==> src/rtl/dkwe_pkg.sv <==
`default_nettype none

package dkwe_pkg;

    localparam int unsigned NumCells     = 32;
    localparam int unsigned CodeW        = 2;
    localparam int unsigned KmerW        = NumCells * CodeW;
    localparam int unsigned WidthW       = 6;
    localparam int unsigned FillW        = 6;

    localparam logic [WidthW-1:0] WidthReset = 6'd16;
    localparam logic [WidthW-1:0] WidthMax   = 6'd32;
    localparam logic [FillW-1:0]  FillSat    = 6'd63;

    localparam logic [7:0] CharA = 8'h41;
    localparam logic [7:0] CharC = 8'h43;
    localparam logic [7:0] CharG = 8'h47;
    localparam logic [7:0] CharT = 8'h54;

    typedef struct packed {
        logic [7:0] base_char;
        logic       seq_start;
    } in_t;

    typedef struct packed {
        logic [KmerW-1:0] kmer_value;
        logic             is_reverse;
        logic             last;
    } out_t;

    // Shared by all cells in one cycle.
    typedef struct packed {
        logic             advance;
        logic [CodeW-1:0] rcode;
    } cell_ctrl_t;

    // Forward code in [3:2], complement code in [1:0]; unknown gives zeros.
    function automatic logic [2*CodeW-1:0] decode_base(input logic [7:0] ch);
        logic [2*CodeW-1:0] codes;
        case (ch)
            CharA:   codes = 4'b00_11;
            CharC:   codes = 4'b01_10;
            CharG:   codes = 4'b10_01;
            CharT:   codes = 4'b11_00;
            default: codes = 4'b00_00;
        endcase
        return codes;
    endfunction

endpackage

`default_nettype wire

==> src/rtl/dkwe_cell.sv <==
`default_nettype none

module dkwe_cell (
    input  wire logic                          clk,
    input  wire logic                          rst_n,
    input  wire dkwe_pkg::cell_ctrl_t          ctrl,
    input  wire logic [dkwe_pkg::CodeW-1:0]    fwd_in,
    input  wire logic [dkwe_pkg::CodeW-1:0]    rc_in,
    input  wire logic                          active,
    input  wire logic                          is_top,
    output logic      [dkwe_pkg::CodeW-1:0]    fwd_q,
    output logic      [dkwe_pkg::CodeW-1:0]    rc_q
);

    logic [dkwe_pkg::CodeW-1:0] fwd_reg, fwd_next;
    logic [dkwe_pkg::CodeW-1:0] rc_reg,  rc_next;

    always_comb
    begin
        fwd_next = fwd_reg;
        rc_next  = rc_reg;
        if (ctrl.advance)
        begin
            // take neighbor data, insert complement at the top, drop outside window
            fwd_next = fwd_in & {dkwe_pkg::CodeW{active}};
            rc_next  = (rc_in | (ctrl.rcode & {dkwe_pkg::CodeW{is_top}}))
                       & {dkwe_pkg::CodeW{active}};
        end
    end

    always_ff @(posedge clk or negedge rst_n)
    begin
        if (!rst_n)
        begin
            fwd_reg <= '0;
            rc_reg  <= '0;
        end
        else
        begin
            fwd_reg <= fwd_next;
            rc_reg  <= rc_next;
        end
    end

    assign fwd_q = fwd_reg;
    assign rc_q  = rc_reg;

endmodule

`default_nettype wire

==> src/rtl/dna_kmer_window_encoder.sv <==
// Channel | Direction | Handshake             | Payload
// in      | input     | in_valid / in_ready   | in_data  (base_char, seq_start)
// out     | output    | out_valid / out_ready | out_data (kmer_value, is_reverse, last)
// cfg     | input     | cfg_valid / cfg_ready | cfg_data (window_width)
//
// A base that completes a window yields a pair: the forward transaction, then the
// reverse-complement transaction, both read straight from the cell row.
// A base that yields nothing gives no output. The single result port sets the pace.
// Reset clears both windows, the fill count and the output stage; width returns to 16.
// A stalled output holds the cell row; the next base enters on the cycle the
// reverse transaction is taken.
`default_nettype none

module dna_kmer_window_encoder (
    input  wire logic                            clk,
    input  wire logic                            rst_n,
    input  wire logic                            in_valid,
    output logic                                 in_ready,
    input  wire dkwe_pkg::in_t                   in_data,
    output logic                                 out_valid,
    input  wire logic                            out_ready,
    output dkwe_pkg::out_t                       out_data,
    input  wire logic                            cfg_valid,
    output logic                                 cfg_ready,
    input  wire logic [dkwe_pkg::WidthW-1:0]     cfg_data
);

    localparam int unsigned N  = dkwe_pkg::NumCells;
    localparam int unsigned CW = dkwe_pkg::CodeW;

    // Configuration: window width in bases.
    logic [dkwe_pkg::WidthW-1:0] width_reg, width_next;
    logic [dkwe_pkg::WidthW-1:0] eff_width;
    logic [dkwe_pkg::WidthW-1:0] top_pos;

    // Sequence progress, saturating.
    logic [dkwe_pkg::FillW-1:0]  fill_reg, fill_next, fill_step;

    // Output stage: pending flag and which half of the pair is shown.
    logic                        out_valid_reg, out_valid_next;
    logic                        phase_reg, phase_next;

    logic                        in_acc;
    logic                        emit;
    logic [2*CW-1:0]             codes;
    dkwe_pkg::cell_ctrl_t        ctrl;

    logic [CW-1:0]               fwd_q   [N];
    logic [CW-1:0]               rc_q    [N];
    logic [CW-1:0]               fwd_in  [N];
    logic [CW-1:0]               rc_in   [N];
    logic [N-1:0]                active;
    logic [N-1:0]                is_top;
    logic [dkwe_pkg::KmerW-1:0]  fwd_vec;
    logic [dkwe_pkg::KmerW-1:0]  rc_vec;

    assign cfg_ready = 1'b1;

    always_comb
    begin
        width_next = width_reg;
        if (cfg_valid && cfg_ready)
        begin
            width_next = cfg_data;
        end
    end

    // Clamp the width to 1..32.
    always_comb
    begin
        if (width_reg == '0)
        begin
            eff_width = dkwe_pkg::WidthW'(1);
        end
        else if (width_reg > dkwe_pkg::WidthMax)
        begin
            eff_width = dkwe_pkg::WidthMax;
        end
        else
        begin
            eff_width = width_reg;
        end
    end

    assign top_pos = eff_width - dkwe_pkg::WidthW'(1);

    assign in_ready = !out_valid_reg || (phase_reg && out_ready);
    assign in_acc   = in_valid && in_ready;
    assign codes    = dkwe_pkg::decode_base(in_data.base_char);

    assign ctrl.advance = in_acc;
    assign ctrl.rcode   = codes[CW-1:0];

    // Fill count after this base: restart at one on a new sequence.
    always_comb
    begin
        if (fill_reg == dkwe_pkg::FillSat)
        begin
            fill_step = fill_reg;
        end
        else
        begin
            fill_step = fill_reg + dkwe_pkg::FillW'(1);
        end
    end

    always_comb
    begin
        fill_next = fill_reg;
        if (in_acc)
        begin
            fill_next = in_data.seq_start ? dkwe_pkg::FillW'(1) : fill_step;
        end
    end

    assign emit = (in_data.seq_start ? dkwe_pkg::FillW'(1) : fill_step) >= eff_width;

    // Cell row: forward data moves up, complement data moves down.
    for (genvar i = 0; i < N; i++)
    begin : g_cell
        if (i == 0)
        begin : g_low
            assign fwd_in[i] = codes[2*CW-1:CW];
        end
        else
        begin : g_fwd
            assign fwd_in[i] = in_data.seq_start ? '0 : fwd_q[i-1];
        end

        if (i == N - 1)
        begin : g_high
            assign rc_in[i] = '0;
        end
        else
        begin : g_rc
            assign rc_in[i] = in_data.seq_start ? '0 : rc_q[i+1];
        end

        assign active[i] = dkwe_pkg::WidthW'(i) < eff_width;
        assign is_top[i] = dkwe_pkg::WidthW'(i) == top_pos;

        dkwe_cell u_cell (
            .clk    (clk),
            .rst_n  (rst_n),
            .ctrl   (ctrl),
            .fwd_in (fwd_in[i]),
            .rc_in  (rc_in[i]),
            .active (active[i]),
            .is_top (is_top[i]),
            .fwd_q  (fwd_q[i]),
            .rc_q   (rc_q[i])
        );

        assign fwd_vec[CW*i +: CW] = fwd_q[i];
        assign rc_vec[CW*i +: CW]  = rc_q[i];
    end

    // Output sequencing: forward first, then reverse; a new emitting base
    // restarts the pair on the same edge the reverse transaction completes.
    always_comb
    begin
        out_valid_next = out_valid_reg;
        phase_next     = phase_reg;
        if (out_valid_reg && out_ready)
        begin
            if (!phase_reg)
            begin
                phase_next = 1'b1;
            end
            else
            begin
                out_valid_next = 1'b0;
            end
        end
        if (in_acc && emit)
        begin
            out_valid_next = 1'b1;
            phase_next     = 1'b0;
        end
    end

    always_ff @(posedge clk or negedge rst_n)
    begin
        if (!rst_n)
        begin
            width_reg     <= dkwe_pkg::WidthReset;
            fill_reg      <= '0;
            out_valid_reg <= 1'b0;
            phase_reg     <= 1'b0;
        end
        else
        begin
            width_reg     <= width_next;
            fill_reg      <= fill_next;
            out_valid_reg <= out_valid_next;
            phase_reg     <= phase_next;
        end
    end

    assign out_valid           = out_valid_reg;
    assign out_data.kmer_value = phase_reg ? rc_vec : fwd_vec;
    assign out_data.is_reverse = phase_reg;
    assign out_data.last       = phase_reg;

endmodule

`default_nettype wire
==> config.mk <==
export PLATFORM = sky130hd
export DESIGN_NAME = dna_kmer_window_encoder
export DESIGN_NICKNAME = d
export VERILOG_FILES = /design/src/rtl/dkwe_pkg.sv /design/src/rtl/dkwe_cell.sv /design/src/rtl/dna_kmer_window_encoder.sv
export SDC_FILE = /design/constraint.sdc
export NUM_CORES = 1
export LEC_CHECK = 0
export BUFFER_PORTS_ARGS = -buffer_cell sky130_fd_sc_hd__buf_2
export CORE_MARGIN = 5
export CORE_UTILIZATION = 50
export DETAILED_ROUTE_END_ITERATION = 6
export HOLD_SLACK_MARGIN = 0.06
export PLACE_DENSITY_LB_ADDON = 0.08
export RECOVER_POWER = 25
export SLEW_MARGIN = 20
export SYNTH_ARGS = -nofsm -noshare
export SYNTH_HDL_FRONTEND = slang
export SYNTH_HIERARCHICAL = 1
export SYNTH_SLANG_ARGS = --single-unit
==> constraint.sdc <==
create_clock -name clk -period 3.1 [get_ports clk]
set_input_delay 0.31 -clock clk [delete_from_list [all_inputs] [get_ports clk]]
set_output_delay 0.31 -clock clk [all_outputs]
set_load 0.01 [all_outputs]
**Word-level counts from Yosys, hierarchy flattened**

Index checks and enable logic that the tools add are counted.
W data, S select, Z words.

- Flip-flop bits (word level): 142
- Input port bits: 20
- Output and inout port bits: 69

- Add/sub/neg operators: 2
- Order comparisons: 34
- Equality and inequality tests: 36
- Mux-type cells: 73
- Bitwise operators: 127
- Reduce and logical (&&, ||, !) cells: 11

Operators by type and width:

| kind | number |
|---|---|
| $and A2 B2 Y2 | 96 |
| $mux W2 | 62 |
| $eq A5 B6 Y1 const A | 16 |
| $lt A5 B6 Y1 const A | 16 |
| $mux W64 | 1 |
| $or A2 B2 Y2 | 31 |
| $eq A4 B6 Y1 const A | 8 |
| $lt A4 B6 Y1 const A | 8 |
| $eq A8 B7 Y1 const B | 4 |
| $eq A3 B6 Y1 const A | 4 |
| $lt A3 B6 Y1 const A | 4 |
| $mux W6 | 4 |
| $pmux W4 S4 | 1 |
| $eq A2 B6 Y1 const A | 2 |
| $logic_not A6 Y1 | 2 |
| $lt A1 B6 Y1 const A | 2 |
| $lt A2 B6 Y1 const A | 2 |
| $add A6 B1 Y6 const B | 1 |
| $eq A1 B6 Y1 const A | 1 |
| $eq A6 B6 Y1 const B | 1 |
| $ge A6 B6 Y1 | 1 |
| $gt A6 B6 Y1 const B | 1 |
| $sub A6 B1 Y6 const B | 1 |
| $mux W1 | 5 |
| other kinds (5) | 9 |

**Logic depth before layout (Yosys ltp)**

- Word-level depth: 8
- Gate-level depth with buffers: 10
- Depth with buffers taken out: 10

**Modules after synthesis**

Netlist, hierarchy kept.

Modules (own cells, without submodules):

| module | instances | cells each | area each (um2) |
|---|---|---|---|
| dkwe_cell | 32 | 17 | 161.4 |
| dna_kmer_window_encoder | 1 | 438 | 3,071.7 |

**Worst setup path before layout**

OpenSTA, ideal clock, no wires.

- Path type: register to register
- From: reg out_valid_reg (netlist: out_valid)
- To: reg fill_reg[4] in the netlist's numbering
- Library setup time: 0.119 ns
- Arrival: 2.871 ns
- Required time: 2.981 ns
- Slack: 0.110 ns
- Stages on the path, launching flop included: 6
- Cells stage by stage: dfrtp_1 a21bo_2 nand2_2 inv_2 o21ai_0 o21a_1

- Longest elaborated chain between the ends: 3

Ends and longest elaborated chain:

| item | line | RTL |
|---|---|---|
| from (decl) | dna_kmer_window_encoder.sv:40 | `logic out_valid_reg, out_valid_next;` |
| from (signal assigned) | dna_kmer_window_encoder.sv:195 | `out_valid_reg <= out_valid_next;` |
| $logic_not A1 Y1 | dna_kmer_window_encoder.sv:87 | `assign in_ready = !out_valid_reg \|\| (phase_reg && out_ready);` |
| $logic_or A1 B1 Y1 | dna_kmer_window_encoder.sv:87 |  |
| named net in_ready | dna_kmer_window_encoder.sv:18 | `output logic in_ready,` |
| $logic_and A1 B1 Y1 | dna_kmer_window_encoder.sv:88 | `assign in_acc = in_valid && in_ready;` |
| named net in_acc | dna_kmer_window_encoder.sv:43 | `logic in_acc;` |
| to (signal assigned) | dna_kmer_window_encoder.sv:194 | `fill_reg <= fill_next;` |
| to (decl) | dna_kmer_window_encoder.sv:37 | `logic [dkwe_pkg::FillW-1:0] fill_reg, fill_next, fill_step;` |

The timed path passes the listed nets, and every way through them passes these cells.
A chain may end at the register's enable or synchronous reset.

==> metrics.md <==
| Metric | Value |
|---|---|
| Worst setup EP type | primary output |
| Final RePlAce weighted congestion | around 0.85 |
| Worst R2R Setup Slack | around 0.70 ns |
| Mux contribution to synthesized area | 9.16% |
| Share of layout cells above drive strength 1 | between 10% and 20% |
| Seq/Total Area, Yosys | a little over two fifths |
| Async SR Flop Fraction | 100% |
| Initial Utilization | between 50% and 60% |
| # clock sinks | about 140 |
| Post-route ant nets | 0 |
| Number of diodes | 0 |
| Largest net degree at the start of global routing | just under 100 |
| Number of synthesized flops with an enable pin | 0 |
| Post-Route WL | ~22,000 um |
| Final setup TNS | 0 ns |
| Hold WC Path Type | in -> reg |
| DR WL/cell | about 17 um |
| Leakage dissipation | ~0.0042 uW |
| FF+latch count, synth | 142 |
| Routed vias/inst | roughly 5.4 |
| Number of global-route vias before repair | slightly below 7,000 |
| Fin worst setup slack | 0.620 ns |
| # H-tree levels | 4 |
| CP required | roughly 2.8 ns |
| Initial antenna violation count | 0 |
| Min Hold Slack | around 0.13 ns |
| I/O Pins | 89 |
| Largest family of logic cells by synthesized area | simple AND/OR/NAND/NOR gates |
| Peak supply drop | roughly 0.4 mV |
| Core area | ~16,000 um^2 |
| Min Tclk post-route | around 2.5 ns |
| Drt pass-1 iters | 5 |
| Largest fanout on the critical path | 68 |
| Die area | 19,100 um^2 |
| Num CTS Buffers | 17 |
| Inst Count DP | 1,265 |
| DR vias | 7,022 |
| Top FF cell, synth | dfrtp_1 |
| Syn avg cell area | roughly 8.4 um^2 |
| GRT Total Usage | 23.0% |
| Fin cells | about 1,300 |
| Layout area overhead | 16.6% |
| RSZ-0062 raised after global routing | no |
| Yosys warning total | 6 |
| Tcrit/Tclk final | between 70 and 80% |
| CTS tree | yes |
| Worst Setup Start Kind | flip-flop |
| Max-slew violations | 74 |
| Distinct cells, synth | 40 |
| Clock Tree Root | clkbuf_16 |
| Max Root-Sink Buffers | 2 |
| Final Skew | between 0.007 and 0.008 ns |
| Relative slew slack | -28.3% |
| Violated checks | max-capacitance violations, max-slew violations |
| Total power draw | between 5000 and 6000 uW |
| Final setup violation count | 0 |
| Final #Nets | 1,092 |
| Drt drc | 0 |
| Syn Inst Count | 982 |
| Complex-gate fraction of the synthesized area | around 16% |
| Final Hold Viols | 0 |
| Status | finished, violations left |
| PD cells | approximately 580 nW/um^2 |
| Die X | roughly 140 um |
| DP Wirelength | around 14,000 um |
| Pre-CTS WS | approximately 0.76 ns |
| XOR/XNOR Fraction of Synth Area | less than 1% |
| Num rows | 47 |
| Max cap viols | 1 |
| Die Ht | between 100 and 150 um |
| Worst-Skew Late Latency | 0.43 ns |
| Crit Path Class | reg -> out |
| Post-Synth Adder-Cell Area | 1.06% |
| Critical path arrival | ~2.2 ns |
| Fmax | slightly above 400 MHz |
| First-pass GRT wire length | between 30,000 and 40,000 um |
| Congestion Overflow GR | 0 |
| IO Port Bufs | between 80 and 90 |
| Simple-Gate Fraction of Synth Area | between 20% and 30% |
| Starting DRT DRC Count | 490 |
| CTS clk-pin slew, worst paths | 0.06 ns |
| Postcts setup bufs | 0 |
| Worst-Margin Slew | a little under 2 ns |
| Synthesized area | 8240 um^2 |
==> synth_stat cells (6+ instances only) <==
library cell	number	share of area, %
nor2b_1	130	9.9
nor2_1	49	2.2
o22ai_1	64	4.9
a21oi_1	76	4.6
buf_4	6	0.55
inv_1	140	6.4
clkbuf_1	19	0.87
o21ai_0	84	5.1
buf_2	15	0.91
mux2_2	67	9.2
ha_1	7	1.1
nand2_1	70	3.2
dfrtp_1	141	43
nand3_1	70	4.3
==> path summary, 6_finish.rpt <==
kind | startpoint | endpoint | cells past startpoint
hold reg to reg | g_cell[0].u_cell/rc_q[1] | g_cell[0].u_cell/rc_q[1] | 2
hold / removal | cfg_data[3] | width_reg[3] | 3
max in group asynchronous | rst_n | phase_reg | 2
setup reg to reg | fill_reg[0] | out_valid | 10
setup / recovery | phase_reg | out_data[65] | 3
min in group asynchronous | rst_n | g_cell[3].u_cell/fwd_q[1] | 2
==> kinds of logic after synthesis <==
kind of cell               after synthesis
AOI/OAI and AO/OA                      242
muxes                                   67
DFF                                    142
other                                    2
adders and majority gates                7
and+or+nand+nor                        338
xor gates and xnor gates                 3
buffers and inverters                  181
==> through the flow <==
stage	util (%)	area, um^2
finish	58.7	9600
global placement	54.6	8920
detailed placement	54.6	8920
floorplan	-	8250
CTS	58.8	9610
global route	58.7	9600
==> worst max-delay path: stages, from the launching register on <==
cell and delay, ns:
dfrtp_2 0.35, buf_4 0.72, mux2_2 0.45, buf_2 0.15
==> cells in the final DEF, fill, tap and decap left out, types with 3 or more instances in the layout <==
cell type	netlist	final
inv_1	140	140
dfrtp_1	141	140
nor2b_1	130	130
o21ai_0	84	84
buf_2	15	84
a21oi_1	76	76
nand2_1	70	70
nand3_1	70	70
mux2_2	67	67
o22ai_1	64	64
nor2_1	49	47
clkbuf_16	0	17
buf_4	6	10
ha_1	7	7
conb_1	2	6
bufinv_16	0	6
a31oi_1	5	5
nor3_1	4	4
o21a_1	3	3
nand2b_1	3	3
clkbuf_1	19	3
clkbuf_8	0	3
buf_12	0	3
==> cell type report <==
type / count / area, um^2
fill: 1547 / 6750
multi-input combinational: 663 / 3980
sequential: 142 / 3560
timing repair buffer: 100 / 574
inverter: 141 / 534
clock buffer: 22 / 474
tap: 220 / 275
clock inverter: 10 / 208
==> what timing repair did <==
| action | CTS | global route |
|---|---|---|
| setup endpoints to repair | 0 | 0 |
| hold buffers | 1 | 0 |
| gates resized for setup | 0 | 0 |
| endpoints found under the hold margin | 71 | 0 |
==> per-layer routing <==
layer  share of wire, %  GRT usage, %  vias up
li1                   -             -     3457
met5                  0             0        -
met3                4.8          4.77       20
met4                1.2          5.46        0
met2                 48          37.4      149
met1                 46          31.9     3396
==> power by group <==
group	leakage [uW]	internal, uW	switching [uW]	total, uW
clock network	0.000334	1570	806	2380
logic	0.00193	377	778	1150
registers	0.00196	1910	79.1	1990
total	0.00422	3860	1660	5520
Power figures use the tool's default switching activity.
